===== config.mk =====
export PLATFORM = sky130hd
export DESIGN_NAME = case_folded_string_hash32_top
export DESIGN_NICKNAME = d
export VERILOG_FILES = /design/src/hdl/cfsh32_pkg.sv /design/src/hdl/case_folded_string_hash32_top.sv
export SDC_FILE = /design/constraint.sdc
export NUM_CORES = 1
export LEC_CHECK = 0
export BUFFER_PORTS_ARGS = -buffer_cell sky130_fd_sc_hd__buf_2
export CORE_MARGIN = 5
export CORE_UTILIZATION = 49
export DETAILED_ROUTE_END_ITERATION = 8
export PLACE_DENSITY_LB_ADDON = 0.05
export SLEW_MARGIN = 15
export SYNTH_ARGS = -nofsm -noshare
export SYNTH_HDL_FRONTEND = slang
export SYNTH_SLANG_ARGS = --single-unit

===== constraint.sdc =====
create_clock -name clk_i -period 9.45 [get_ports clk_i]
set_input_delay 2.3625 -clock clk_i [delete_from_list [all_inputs] [get_ports clk_i]]
set_output_delay 2.3625 -clock clk_i [all_outputs]
set_load 0.005 [all_outputs]

===== src/hdl/cfsh32_pkg.sv =====
package cfsh32_pkg;

  localparam logic [31:0] HashMult = 32'hB3CB2E29;
  localparam logic [31:0] HashSeed = 32'h319712C3;

  localparam logic [7:0] CharNul   = 8'd0;
  localparam logic [7:0] CharZero  = 8'd48;
  localparam logic [7:0] CharNine  = 8'd57;
  localparam logic [7:0] CharUpA   = 8'd65;
  localparam logic [7:0] CharUpF   = 8'd70;
  localparam logic [7:0] CharUpZ   = 8'd90;
  localparam logic [7:0] CharLowA  = 8'd97;
  localparam logic [7:0] CharLowF  = 8'd102;
  localparam logic [7:0] CharLowX  = 8'd120;
  localparam logic [7:0] CaseDelta = 8'd32;

  // where the next byte falls in the name
  typedef enum logic [1:0] {
    POS_FIRST  = 2'd0,
    POS_SECOND = 2'd1,
    POS_LATER  = 2'd2
  } pos_e;

  typedef struct packed {
    logic       ok;
    logic [3:0] val;
  } hex_digit_t;

  // A-Z to lower case, high bytes sign-extended
  function automatic logic [31:0] fold_byte(input logic [7:0] b);
    logic [31:0] r;
    if (b >= CharUpA && b <= CharUpZ) begin
      r = {24'd0, b + CaseDelta};
    end else if (b[7]) begin
      r = {24'hFFFFFF, b};
    end else begin
      r = {24'd0, b};
    end
    return r;
  endfunction

  function automatic hex_digit_t hex_digit(input logic [7:0] b);
    hex_digit_t r;
    logic [7:0] diff;
    r    = '0;
    diff = '0;
    if (b >= CharZero && b <= CharNine) begin
      diff = b - CharZero;
      r.ok = 1'b1;
    end else if (b >= CharLowA && b <= CharLowF) begin
      diff = b - CharLowA + 8'd10;
      r.ok = 1'b1;
    end else if (b >= CharUpA && b <= CharUpF) begin
      diff = b - CharUpA + 8'd10;
      r.ok = 1'b1;
    end
    r.val = diff[3:0];
    return r;
  endfunction

endpackage


===== src/hdl/case_folded_string_hash32_top.sv =====
// Case-folded xor-multiply string hash over a NUL-terminated name.
// Input channel: one name byte per beat (in_valid_i / in_stall_o / name_byte_i).
// Output channel: one result beat per name, sent when the NUL byte is processed
// (out_valid_o / out_stall_i / hash_value_o / was_hex_literal_o).
// A name starting with "0x" yields its hex value (saturating) and was_hex_literal_o.
// Throughput: one byte per cycle, except while a NUL waits for the result register.
// A byte is captured in an input register; from there one 32x32 constant multiply
// (low half) plus xor updates the running hash and, on NUL, loads the result
// register. The result of a name passes through the input register and the result
// register before it is visible on the output. The loop through the hash register
// and the multiplier sets the pace of the byte steps. When out_stall_i holds a
// result, the byte in the input register waits only if it is a NUL; other bytes
// keep flowing. in_stall_o rises only while a NUL waits for the result register to free up.
// Reset (rst_ni low, asynchronous) empties both registers and clears the hash,
// hex and position state, so the next byte is taken as the first of a name.
module case_folded_string_hash32_top (
  input  logic        clk_i,
  input  logic        rst_ni,
  input  logic        in_valid_i,
  output logic        in_stall_o,
  input  logic [7:0]  name_byte_i,
  output logic        out_valid_o,
  input  logic        out_stall_i,
  output logic [31:0] hash_value_o,
  output logic        was_hex_literal_o
);

  // input register
  logic       in_valid_q;
  logic [7:0] byte_q;

  // name state
  logic [31:0]       hash_acc_q, hash_acc_d;
  logic [31:0]       hex_acc_q, hex_acc_d;
  cfsh32_pkg::pos_e  pos_q, pos_d;
  logic              first_zero_q, first_zero_d;
  logic              hex_mode_q, hex_mode_d;
  logic              hex_stopped_q, hex_stopped_d;
  logic              hex_sat_q, hex_sat_d;

  // result register
  logic        out_valid_q;
  logic [31:0] hash_value_q, hash_value_d;
  logic        was_hex_q, was_hex_d;

  logic                   emit;
  logic                   out_free;
  logic                   advance;
  logic                   in_fire;
  logic [31:0]            folded;
  logic [31:0]            mul_op;
  logic [31:0]            mul_res;
  cfsh32_pkg::hex_digit_t digit;

  assign folded   = cfsh32_pkg::fold_byte(byte_q);
  assign digit    = cfsh32_pkg::hex_digit(byte_q);
  assign mul_op   = (pos_q == cfsh32_pkg::POS_FIRST) ? (folded ^ cfsh32_pkg::HashSeed)
                                                      : (hash_acc_q ^ folded);
  assign mul_res  = mul_op * cfsh32_pkg::HashMult;

  assign emit     = (byte_q == cfsh32_pkg::CharNul);
  assign out_free = !out_valid_q || !out_stall_i;
  assign advance  = in_valid_q && (!emit || out_free);
  assign in_stall_o = in_valid_q && !advance;
  assign in_fire  = in_valid_i && !in_stall_o;

  always_comb begin
    hash_acc_d    = hash_acc_q;
    hex_acc_d     = hex_acc_q;
    pos_d         = pos_q;
    first_zero_d  = first_zero_q;
    hex_mode_d    = hex_mode_q;
    hex_stopped_d = hex_stopped_q;
    hex_sat_d     = hex_sat_q;
    hash_value_d  = hash_value_q;
    was_hex_d     = was_hex_q;

    if (hex_mode_q) begin
      hash_value_d = hex_acc_q;
      was_hex_d    = 1'b1;
      if (!emit && !hex_stopped_q) begin
        if (!digit.ok) begin
          hex_stopped_d = 1'b1;
        end else if (!hex_sat_q) begin
          if (hex_acc_q[31:28] != 4'd0) begin
            hex_acc_d = '1;
            hex_sat_d = 1'b1;
          end else begin
            hex_acc_d = {hex_acc_q[27:0], digit.val};
          end
        end
      end
    end else if (pos_q == cfsh32_pkg::POS_SECOND && first_zero_q
                 && byte_q == cfsh32_pkg::CharLowX) begin
      // "0x" prefix: drop the tentative hash
      hex_mode_d = 1'b1;
      hash_acc_d = '0;
      pos_d      = cfsh32_pkg::POS_LATER;
    end else begin
      hash_acc_d   = mul_res;
      hash_value_d = mul_res;
      was_hex_d    = 1'b0;
      if (pos_q == cfsh32_pkg::POS_FIRST) begin
        first_zero_d = (byte_q == cfsh32_pkg::CharZero);
        pos_d        = cfsh32_pkg::POS_SECOND;
      end else begin
        pos_d = cfsh32_pkg::POS_LATER;
      end
    end

    if (emit) begin
      hash_acc_d    = '0;
      hex_acc_d     = '0;
      pos_d         = cfsh32_pkg::POS_FIRST;
      first_zero_d  = 1'b0;
      hex_mode_d    = 1'b0;
      hex_stopped_d = 1'b0;
      hex_sat_d     = 1'b0;
    end
  end

  always_ff @(posedge clk_i or negedge rst_ni) begin
    if (!rst_ni) begin
      in_valid_q    <= 1'b0;
      out_valid_q   <= 1'b0;
      hash_acc_q    <= '0;
      hex_acc_q     <= '0;
      pos_q         <= cfsh32_pkg::POS_FIRST;
      first_zero_q  <= 1'b0;
      hex_mode_q    <= 1'b0;
      hex_stopped_q <= 1'b0;
      hex_sat_q     <= 1'b0;
    end else begin
      if (in_fire) begin
        in_valid_q <= 1'b1;
      end else if (advance) begin
        in_valid_q <= 1'b0;
      end
      if (advance && emit) begin
        out_valid_q <= 1'b1;
      end else if (!out_stall_i) begin
        out_valid_q <= 1'b0;
      end
      if (advance) begin
        hash_acc_q    <= hash_acc_d;
        hex_acc_q     <= hex_acc_d;
        pos_q         <= pos_d;
        first_zero_q  <= first_zero_d;
        hex_mode_q    <= hex_mode_d;
        hex_stopped_q <= hex_stopped_d;
        hex_sat_q     <= hex_sat_d;
      end
    end
  end

  always_ff @(posedge clk_i) begin
    if (in_fire) begin
      byte_q <= name_byte_i;
    end
    if (advance && emit) begin
      hash_value_q <= hash_value_d;
      was_hex_q    <= was_hex_d;
    end
  end

  assign out_valid_o       = out_valid_q;
  assign hash_value_o      = hash_value_q;
  assign was_hex_literal_o = was_hex_q;

  a_hex_pos: assert property (@(posedge clk_i) disable iff (!rst_ni)
    hex_mode_q |-> pos_q == cfsh32_pkg::POS_LATER)
    else $error("hex mode outside later position");

  a_sat_value: assert property (@(posedge clk_i) disable iff (!rst_ni)
    hex_sat_q |-> hex_acc_q == 32'hFFFFFFFF)
    else $error("saturated hex value not all ones");

  a_stall_full: assert property (@(posedge clk_i) disable iff (!rst_ni)
    in_stall_o |-> in_valid_q && emit && out_valid_q)
    else $error("input stalled without a waiting NUL");

  a_emit_clears: assert property (@(posedge clk_i) disable iff (!rst_ni)
    advance && emit |=> out_valid_q && pos_q == cfsh32_pkg::POS_FIRST && !hex_mode_q)
    else $error("state not cleared after result");

endmodule

==> results.md, run 1 <==
- Initial core utilization: 49.42%
- Total CTS buffers: 17
- Initial antenna violation count: 0
- Clock Skew: between 0.01 and 0.015 ns
- Post-Synthesis Cell Area: ~14000 µm²
- Max_cap viols: 0
- Syn nets: 1795
- Post-synth top flop: dfrtp_1
- Arr. time, crit path: 8.92 ns
- Fin util: 54.42%
- Final hold violation count: 0
- Syn Area/Cell: 9.662 µm²
- Worst min path class: reg2reg
- WL/cell: about 20 µm
- Dpl hpwl: 30470 µm
- Run status: completed
- Core Footprint: 27630 µm²
- Final setup viols: 0
- Clock sink count: between 100 and 150
- # nets final: 1855
- Post-synth EDFFs: 41
- Global Route Usage Sum: 25.03%
- Largest cells by area after synthesis: fa_1 (23%), ha_1 (19%), dfrtp_1 (13%)
- Post-synth ARST share: 63.72%
- Post-cts resize count: 0
- DRC Markers: 0
- Fin. max-slew vios: 0
- Crit path launch type: flop
- Via Count: 9621
- RSZ-0062 raised after global routing: no
- Share of layout cells above drive strength 1: 8.681%
- Clock-pin slew on the worst setup and hold paths: 0.06 ns
- Number of vias per cell: 5.161
- Synth warn: 0
- Crit end category: flop
- Filler Cell Count: approximately 2600
- Area Overhead vs Synth: 10.12%
- Width of the die: 176.9 µm
- FMAX: 0.1140 GHz
- ANT nets after route: 0
- Largest net degree at the start of global routing: 73
- Row cnt: 61
- Setup tns final: 0 ns
- Detailed Route WL: approximately 37000 µm
- Number of global-route vias before repair: 10350
- Num ports: 47
- CTS tree: yes
- Seq/Total Area, Yosys: around 22%
- Post-CTS Hold Buffers: 0
- Fin crit period: between 8 and 9 ns
- Crit Path Category: reg2reg
- Clk root buf: clkbuf_16
- Top-area cell type share of the netlist area: 23.31%
- Die area: 31300 µm²
- Slew of the pin with the lowest slew margin: 1.006 ns
- Worst EP required: 9.60 ns
- Yosys cell types: 65
- Period Utilization, post-route: 92.82%
- H-Tree Depth: 4
- Clk buf depth: 2
- First-pass detailed-route iteration total: 4
- Area leader, netlist: fa_1
- Cells after Synth: between 1000 and 1500
- Postcts setup bufs: 0
- Worst slew margin: 32.64%
- Die height: 176.9 µm
- Max FO, Critical Path: 8
- First-pass GRT wire length: 58690 µm
- RD Place Congestion: 0.9106
- Port Buf Inserts: 46
- Detailed Route Iter0 Violations: 466
- Clk Latency, worst-skew pair: 0.42 ns
- N_diodes: 0
- Seq cells post-synth: 113
- Grt ovf: 0
[worst paths after layout]
path	from	to	slack, ns	cells after the start
setup / recovery	byte_q[0]$_DFFE_PP_	hash_value_o[28]$_DFFE_PP_	0.68	27
hold / removal	hash_acc_q[5]$_DFFE_PN0P_	hash_acc_q[5]$_DFFE_PN0P_	0.48	2
setup reg to reg	byte_q[0]$_DFFE_PP_	hash_value_o[28]$_DFFE_PP_	0.68	27
hold reg to reg	hash_acc_q[5]$_DFFE_PN0P_	hash_acc_q[5]$_DFFE_PN0P_	0.48	2
max in group asynchronous	rst_ni	hex_mode_q$_DFFE_PN0P_	6.65	1
min in group asynchronous	rst_ni	hex_acc_q[23]$_DFFE_PN0P_	2.08	1
[synth_stat cells (3+ instances only)]
cell type / count
edfxtp_1: 41
nand2b_1: 9
clkbuf_1: 25
nand3_1: 6
and3_1: 6
nor2b_1: 5
a211oi_1: 4
buf_2: 6
a21oi_1: 15
a21o_1: 16
inv_1: 329
o21a_1: 8
fa_1: 159
mux2_2: 5
dfrtp_1: 72
a31oi_1: 5
xor2_1: 31
nand2_1: 134
o31ai_1: 9
nor3_1: 10
xnor2_1: 72
o21ai_0: 79
and2_1: 7
o21bai_1: 3
nor2_1: 68
o211ai_1: 5
nand4_1: 6
ha_1: 211
o21ai_1: 19
[flip-flops by register name, summed over array words and instances, names as in the netlist]
signal and flops:
hex_mode_q 1, hex_sat_q 1, first_zero_q 1, byte_q 8
hex_stopped_q 1, hash_acc_q 32, pos_q 2, hex_acc_q 32
hash_value_o 32, was_hex_literal_o 1, out_valid_o 1, in_valid_q 1
[layout by cell type (no fill, tap or decap), types with 4 or more instances in the layout]
cell type  count
fa_1         159
clkbuf_16     17
o21ai_0       79
mux2_2         5
nor2b_1        5
xor2_1        30
nor3_1        10
a21oi_1       15
and3_1         6
nor2_1        68
a21o_1        16
xnor2_1       71
buf_2         45
edfxtp_1      41
o21a_1         8
dfrtp_1       71
o21ai_1       17
o31ai_1        9
a211oi_1       4
and2_1         7
nand2_1      134
buf_4         30
a31oi_1        5
ha_1         211
nand4_1        6
nand3_1        5
o211ai_1       5
nand2b_1       9
inv_1        329
[stage by stage]
step	instance area [µm²]	hold WS, ns	setup WS (ns)	instances
3_5_place_dp	14450	0.4703	0.5502	1832
5_1_grt	15030	0.5014	0.06685	1864
4_1_cts	15020	0.4818	0.5064	1864
6_report	15030	0.4770	0.6782	1864
2_1_floorplan	13650	0.4231	1.508	1413
3_3_place_gp	14450	0.4623	0.7148	1832
[area by class of cell]
cell class              count  area [µm²]  area share (%)
inverters                 330        1239           8.239
clock inverters            12       135.1          0.8988
well taps                 378       473.0           3.146
multi-input cells         936        9266           61.63
clock buffers              20       436.7           2.904
flip-flops and latches    113        3034           20.18
repair buffers             75       450.4           2.996
[routing by layer]
| metal | global-route usage [%] | vias up | share of wire, % |
|---|---|---|---|
| met5 | 0 | - | 0 |
| met2 | 43.83 | 178 | 50 |
| met3 | 2.371 | 53 | 2.8 |
| li1 | - | 4576 | - |
| met4 | 9.123 | 0 | 3.5 |
| met1 | 32.42 | 4814 | 44 |
[cell families (layout without fill, tap and decap cells)]
group / count (synthesis) / count (layout) / synth area share, %
mux: 7 / 7 / 0.5590
buf+inv: 364 / 437 / 10.12
flops: 113 / 113 / 22.21
fa+ha+maj: 371 / 371 / 42.72
compound gates: 181 / 181 / 8.266
simple gates: 271 / 271 / 8.981
xor+xnor: 106 / 106 / 7.139
[worst max-delay path: stages, from the launching register on]
cell and delay, ns:
edfxtp_1 0.45, inv_1 0.21, ha_1 0.18, nor2b_1 0.05
o211ai_1 0.20, nand3_1 0.19, o21ai_0 0.44, xor2_1 0.81
ha_1 0.45, fa_1 0.47, fa_1 0.55, inv_1 0.06
fa_1 0.53, inv_1 0.04, ha_1 0.28, ha_1 0.32
fa_1 0.55, inv_1 0.06, fa_1 0.54, inv_1 0.04
ha_1 0.36, nand2_1 0.11, or4_4 0.55, a21boi_2 0.23
o2111ai_2 0.20, a311oi_4 0.35, xnor2_1 0.19, o21ai_1 0.08
Power of run 1 is not shown: default switching activity piles up to over one toggle a cycle in this logic, so the estimate is an artifact.
==> inputs of run 2 (changes only) <==
--- a/config.mk
+++ b/config.mk
@@ -6,7 +6,6 @@
 export NUM_CORES = 1
 export LEC_CHECK = 0
 export BUFFER_PORTS_ARGS = -buffer_cell sky130_fd_sc_hd__buf_2
-export CORE_MARGIN = 5
 export CORE_UTILIZATION = 49
 export DETAILED_ROUTE_END_ITERATION = 8
 export PLACE_DENSITY_LB_ADDON = 0.05
==> results.md, run 2 (synthesized netlist as in run 1, its figures left out) <==
- Fin crit period: 8.831 ns (+0.05968 ns)
- Detailed Route Iter0 Violations: 471 (+1.1%)
- Clk Latency, worst-skew pair: 0.42 ns (about the same)
- Post-CTS Hold Buffers: 0 (unchanged)
- Commonest cells after routing, fill and taps aside: inv_1 (329), ha_1 (211), fa_1 (159)
- Clk root buf: clkbuf_16
- Worst EP required: 9.60 ns (about the same)
- GR Util met3: 2.876% (+0.50 points)
- Num ports: 47 (unchanged)
- Number of global-route vias before repair: 10340 (-0.077%)
- Share of layout cells above drive strength 1: 8.620% (-0.061 points)
- GR peak layer: met2
- Port Buf Inserts: 46 (unchanged)
- # nets final: 1854 (-0.054%)
- Critical path's largest stage delay: 0.60 ns (-0.21 ns)
- R2R cell count: 30 (+11%)
- Top Family by Delay on Critical Path: adder cells
- Die height: 168.9 µm (-4.5%)
- Clock sink count: 113 (unchanged)
- Crit end category: flop
- Grt ovf: 0 (unchanged)
- First-pass GRT wire length: 58650 µm (about the same)
- WL/cell: 19.48 µm (-2.3%)
- Cell mode on critical path: fa_1
- Run status: completed
- Crit-path slowest cell: xor2_1
- DRC Markers: 0 (unchanged)
- Arr. time, crit path: 8.98 ns (+0.06 ns)
- RD Place Congestion: 0.9110 (about the same)
- Total CTS buffers: 17 (unchanged)
- First-pass detailed-route iteration total: 5 (+1)
- Die area: 28540 µm² (-8.8%)
- Worst min path class: reg2reg
- RSZ-0062 raised after global routing: no
- WHS Path Cells: 2 (unchanged)
- Initial core utilization: 50.24% (+0.82 points)
- Largest net degree at the start of global routing: 73 (unchanged)
- Clk buf depth: 2 (unchanged)
- Post-cts resize count: 0 (unchanged)
- Hold endpoint: hash_acc_q[6]$_DFFE_PN0P_
- Crit path launch type: flop
- Final hold violation count: 0 (unchanged)
- Number of vias per cell: 5.094 (-1.3%)
- Clock Skew: 0.01717 ns (+0.005425 ns)
- Width of the die: 168.9 µm (-4.5%)
- Met2 global-route usage: 49.05% (+5.2 points)
- Filler Cell Count: 2543 (-2.8%)
- Clock-pin slew on the worst setup and hold paths: 0.06 ns (about the same)
- Slew of the pin with the lowest slew margin: 0.9801 ns (-0.02541 ns)
- RR Endpoint: hash_value_o[30]$_DFFE_PP_
- Period Utilization, post-route: 93.45% (+0.63 points)
- Max_cap viols: 0 (unchanged)
- Met1 usage: 35.91% (+3.5 points)
- Via Count: 9460 (-1.7%)
- CTS tree: yes
- FMAX: 0.1132 GHz (-0.68%)
- Detailed Route WL: 36170 µm (-2.7%)
- R2R setup slack: 0.62 ns (-0.06 ns)
- Postcts setup bufs: 0 (unchanged)
- N_diodes: 0 (unchanged)
- H-Tree Depth: 4 (unchanged)
- Area Overhead vs Synth: 9.623%
- Hold path start: hash_acc_q[6]$_DFFE_PN0P_
- Crit Path Category: reg2reg
- Dpl hpwl: 29900 µm (-1.9%)
- Fin. max-slew vios: 0 (unchanged)
- Final setup viols: 0 (unchanged)
- Buffers & Inverters on Critical Path: 5 (unchanged)
- Worst slew margin: 34.48% (+1.8 points)
- Core Footprint: 27180 µm² (-1.6%)
- Commonest non-fill, non-tap cell in the layout: inv_1
- Initial antenna violation count: 1 (+1)
- Max FO, Critical Path: 6 (-2)
- FF-to-FF Start: byte_q[0]$_DFFE_PP_
- ANT nets after route: 0 (unchanged)
- Row cnt: 60 (-1.6%)
- Setup tns final: 0 ns (unchanged)
- Global Route Usage Sum: 27.76% (+2.7 points)
-- run 2: how the worst max path moves through the flow --
stage,from,end,slack [ns],cells past startpoint
global route,byte_q[0]$_DFFE_PP_,hash_value_o[30]$_DFFE_PP_,0.07,30
detailed placement,byte_q[0]$_DFFE_PP_,hash_value_o[30]$_DFFE_PP_,0.63,30
floorplan,byte_q[0]$_DFFE_PP_,hash_value_o[30]$_DFFE_PP_,1.51,30
global placement,byte_q[0]$_DFFE_PP_,hash_value_o[30]$_DFFE_PP_,0.76,30
finish,byte_q[0]$_DFFE_PP_,hash_value_o[30]$_DFFE_PP_,0.62,30
CTS,byte_q[0]$_DFFE_PP_,hash_value_o[30]$_DFFE_PP_,0.59,30
-- run 2: routing by layer --
layer	wire length (µm)	vias up
li1	-	4586
met1	16050	4648
met2	18200	178
met3	995	46
met4	910	2
met5	13	-
-- run 2: worst register-to-register path: cells and delay by family (launching register included) --
| family | cells | cell delay (ns) |
|---|---|---|
| adders and majority gates | 10 | 4.24 |
| and+or+nand+nor | 7 | 1.48 |
| AOI/OAI and AO/OA | 6 | 1.22 |
| xor gates and xnor gates | 2 | 0.76 |
| DFF | 1 | 0.45 |
| buffers and inverters | 5 | 0.42 |
-- run 2: through the flow --
step	cells	setup slack [ns]	hold WS, ns	instance area [µm²]	util, %
2_1_floorplan	1413	1.508	0.4231	13650	-
3_3_place_gp	1825	0.7571	0.4634	14430	53.09
3_5_place_dp	1825	0.6296	0.4716	14430	53.09
4_1_cts	1857	0.5857	0.4838	14960	55.06
5_1_grt	1857	0.06501	0.5055	14970	55.07
6_report	1857	0.6185	0.4780	14970	55.07
-- run 2: layout make-up --
class / count / area [µm²] / share of cell area (%)
clock buffer: 19 / 432.9 / 2.892
clock inverter: 13 / 101.3 / 0.6771
inverter: 330 / 1239 / 8.276
multi-input combinational: 936 / 9251 / 61.81
sequential: 113 / 3034 / 20.27
tap: 372 / 465.4 / 3.110
timing repair buffer: 74 / 442.9 / 2.959
Power of run 2 is left out for the same reason.
==> inputs of run 3 (changes only) <==
--- a/config.mk
+++ b/config.mk
@@ -5,7 +5,9 @@
 export SDC_FILE = /design/constraint.sdc
 export NUM_CORES = 1
 export LEC_CHECK = 0
+export ABC_AREA = 1
 export BUFFER_PORTS_ARGS = -buffer_cell sky130_fd_sc_hd__buf_2
+export CORE_MARGIN = 1.5
 export CORE_UTILIZATION = 49
 export DETAILED_ROUTE_END_ITERATION = 8
 export PLACE_DENSITY_LB_ADDON = 0.05
==> results.md, run 3 <==
- Cell mode on critical path: inv_1
- Width of the die: 173.5 µm (+2.7%)
- Post-CTS Hold Buffers: 0 (unchanged)
- Routed met3 length: 1565 µm (+57%)
- Buffers & Inverters on Critical Path: 9 (+4)
- ANT nets after route: 0 (unchanged)
- DRC Markers: 0 (unchanged)
- Port Buf Inserts: 46 (unchanged)
- Simple-Gate Fraction of Synth Area: 12.44% (+3.5 points)
- Arr. time, crit path: 8.69 ns (-0.29 ns)
- Largest net degree at the start of global routing: 73 (unchanged)
- Final setup viols: 0 (unchanged)
- Area leader, netlist: fa_1
- Seq cells post-synth: 113 (unchanged)
- Max_cap viols: 0 (unchanged)
- Setup tns final: 0 ns (unchanged)
- Fin. max-slew vios: 0 (unchanged)
- Cells after Synth: 1598 (+13%)
- FMAX: 0.1173 GHz (+3.6%)
- Die area: 30120 µm² (+5.5%)
- Via Count: 10560 (+12%)
- Post-synth EDFFs: 41 (unchanged)
- Largest cells by area after synthesis: fa_1 (22%), ha_1 (19%), dfrtp_1 (13%)
- Post-synthesis mux area share: 0.1054% (-0.45 points)
- Clk root buf: clkbuf_16
- Setup WS post-layout: 0.9279 ns (+0.3094 ns)
- Clk Latency, worst-skew pair: 0.43 ns (about the same)
- Slew of the pin with the lowest slew margin: 0.9634 ns (-0.01668 ns)
- RR Endpoint: hash_value_o[21]$_DFFE_PP_
- Detailed Route Iter0 Violations: 679 (+44%)
- Xor-xnor portion of the synthesized cell area: 4.592% (-2.5 points)
- Post-synth ARST share: 63.72% (unchanged)
- Post-Synthesis Cell Area: 14250 µm² (+4.4%)
- DP Area: 14910 µm² (+3.3%)
- Synth warn: 0 (unchanged)
- Clock-pin slew on the worst setup and hold paths: 0.07 ns (about the same)
- Most frequent cell after synthesis: inv_1
- Worst slew margin: 35.77% (+1.3 points)
- Post-synthesis adder-cell area fraction: 40.86% (-1.9 points)
- RSZ-0062 raised after global routing: no
- FF-to-FF Start: pos_q[0]$_DFFE_PN0P_
- Initial core utilization: 49.65% (-0.59 points)
- Final hold violation count: 0 (unchanged)
- Total CTS buffers: 17 (unchanged)
- Row cnt: 62 (+3.3%)
- Area Overhead vs Synth: 8.911%
- # nets final: 2033 (+9.7%)
- Top layer in use: met4
- WHS Path Cells: 2 (unchanged)
- Fin crit period: 8.522 ns (-0.3094 ns)
- H-Tree Depth: 4 (unchanged)
- N_diodes: 0 (unchanged)
- Sum of routed wire segments on met1: 17490 µm (+9.0%)
- R2R setup slack: 0.93 ns (+0.31 ns)
- Share of layout cells above drive strength 1: 9.375% (+0.76 points)
- DR WL met2: 20300 µm (+12%)
- Syn Area/Cell: 8.918 µm² (-7.7%)
- Post-synth top flop: dfrtp_1
- Run status: completed
- Num ports: 47 (unchanged)
- Compound-cell area share of the yosys netlist: 7.814% (-0.45 points)
- Global Route Usage Sum: 28.56% (+0.80 points)
- Fin util: 54.08% (-1.0 points)
- Crit path launch: pos_q[0]$_DFFE_PN0P_
- WL/cell: 19.83 µm (+1.8%)
- Clock Skew: 0.02422 ns (+0.007048 ns)
- Grt ovf: 0 (unchanged)
- Max FO, Critical Path: 34 (+28)
- Dpl hpwl: 33870 µm (+13%)
- Post-cts resize count: 0 (unchanged)
- Clock sink count: 113 (unchanged)
- Postcts setup bufs: 0 (unchanged)
- RD Place Congestion: 0.9679 (+6.2%)
- Critical path's largest stage delay: 0.66 ns (+0.06 ns)
- Number of vias per cell: 5.158 (+1.2%)
- Crit-path slowest cell: xor2_1
- Filler Cell Count: 2727 (+7.2%)
- Worst EP required: 9.62 ns (+0.02 ns)
- Number of global-route vias before repair: 11310 (+9.3%)
- First-pass detailed-route iteration total: 5 (unchanged)
- Period Utilization, post-route: 90.18% (-3.3 points)
- Hold path start: hash_acc_q[13]$_DFFE_PN0P_
- Largest family of logic cells by synthesized area: adder cells
- Dpl ws: 0.9831 ns (+0.3535 ns)
- Yosys cell types: 55 (-15%)
- Commonest non-fill, non-tap cell in the layout: inv_1
- CTS tree: yes
- Seq/Total Area, Yosys: 21.28% (-0.93 points)
- Crit Path Category: reg2reg
- Crit end category: flop
- Die height: 173.5 µm (+2.7%)
- Clk buf depth: 2 (unchanged)
- Crit path launch type: flop
- Syn nets: 1980 (+10%)
- Commonest cells after routing, fill and taps aside: inv_1 (420), ha_1 (211), nand2_1 (206)
- Worst min path class: reg2reg
- Top Family by Delay on Critical Path: adder cells
- Layout Cell Area excl Fill: 15520 µm² (+3.7%)
- Detailed Route WL: 40620 µm (+12%)
- First-pass GRT wire length: 64030 µm (+9.2%)
- Initial antenna violation count: 0 (-1)
- Top-area cell type share of the netlist area: 22.34% (-0.98 points)
- R2R cell count: 31 (+3.3%)
- Core Footprint: 28700 µm² (+5.6%)
- Synth top cells by count: inv_1 (420), ha_1 (211), nand2_1 (206), fa_1 (159), dfrtp_1 (72)
- Hold endpoint: hash_acc_q[13]$_DFFE_PN0P_
-- run 3: changes by cell type in the layout (fill, tap and decap cells not counted), sizes merged, moves of 9 or more --
| cell | change |
|---|---|
| xor2 | +21 |
| nand2 | +79 |
| nand3 | +58 |
| xnor2 | -52 |
| a21o | -11 |
| o31ai | -10 |
| nand2b | -9 |
| inv | +104 |
| o22ai | +23 |
| a21oi | +20 |
-- run 3: worst register-to-register path: cells and delay by family (launching register included) --
family,cells,cell delay (ns)
fa+ha+maj,9,4.12
simple gates,6,1.03
buf+inv,9,0.94
compound gates,5,0.95
xor+xnor,2,0.84
flops,1,0.40
-- run 3: cells by family (layout without fill, tap and decap cells) --
logic type                 Yosys count  count (layout)
xor gates and xnor gates            73              73
buffers and inverters              464             530
and+or+nand+nor                    388             388
AOI/OAI and AO/OA                  189             189
adders and majority gates          370             370
DFF                                113             113
muxes                                1               1
-- run 3: how the worst max path moves through the flow --
| stage | to | depth (start not counted) |
|---|---|---|
| 2_1_floorplan | hash_value_o[21]$_DFFE_PP_ | 36 |
| 3_3_place_gp | hash_value_o[21]$_DFFE_PP_ | 29 |
| 3_5_place_dp | hash_value_o[28]$_DFFE_PP_ | 33 |
| 4_1_cts | hash_value_o[28]$_DFFE_PP_ | 31 |
| 5_1_grt | hash_value_o[28]$_DFFE_PP_ | 33 |
| 6_report | hash_value_o[21]$_DFFE_PP_ | 31 |
-- run 3: final cells by class --
type / count / area [µm²] / area share, %
Clock buffer: 19 / 475.5 / 3.063
Clock inverter: 13 / 136.4 / 0.8787
Inverter: 432 / 1627 / 10.48
Multi-Input combinational cell: 1021 / 9387 / 60.48
Sequential cell: 113 / 3033 / 19.54
Tap cell: 384 / 480.5 / 3.096
Timing Repair Buffer: 66 / 382.9 / 2.467
-- run 3: routing by layer --
layer  vias up  GRT usage, %
met4         0         9.674
met3        53         3.750
li1       5077             -
met5         -             0
met2       241         50.59
met1      5192         35.89
-- run 3: through the flow --
step,hold slack [ns],cells
after CTS,0.4889,2048
after global placement,0.4669,2016
final,0.4840,2048
after floorplan,0.4471,1598
after global routing,0.5056,2048
after detailed placement,0.4748,2016
Power of run 3 is left out for the same reason.
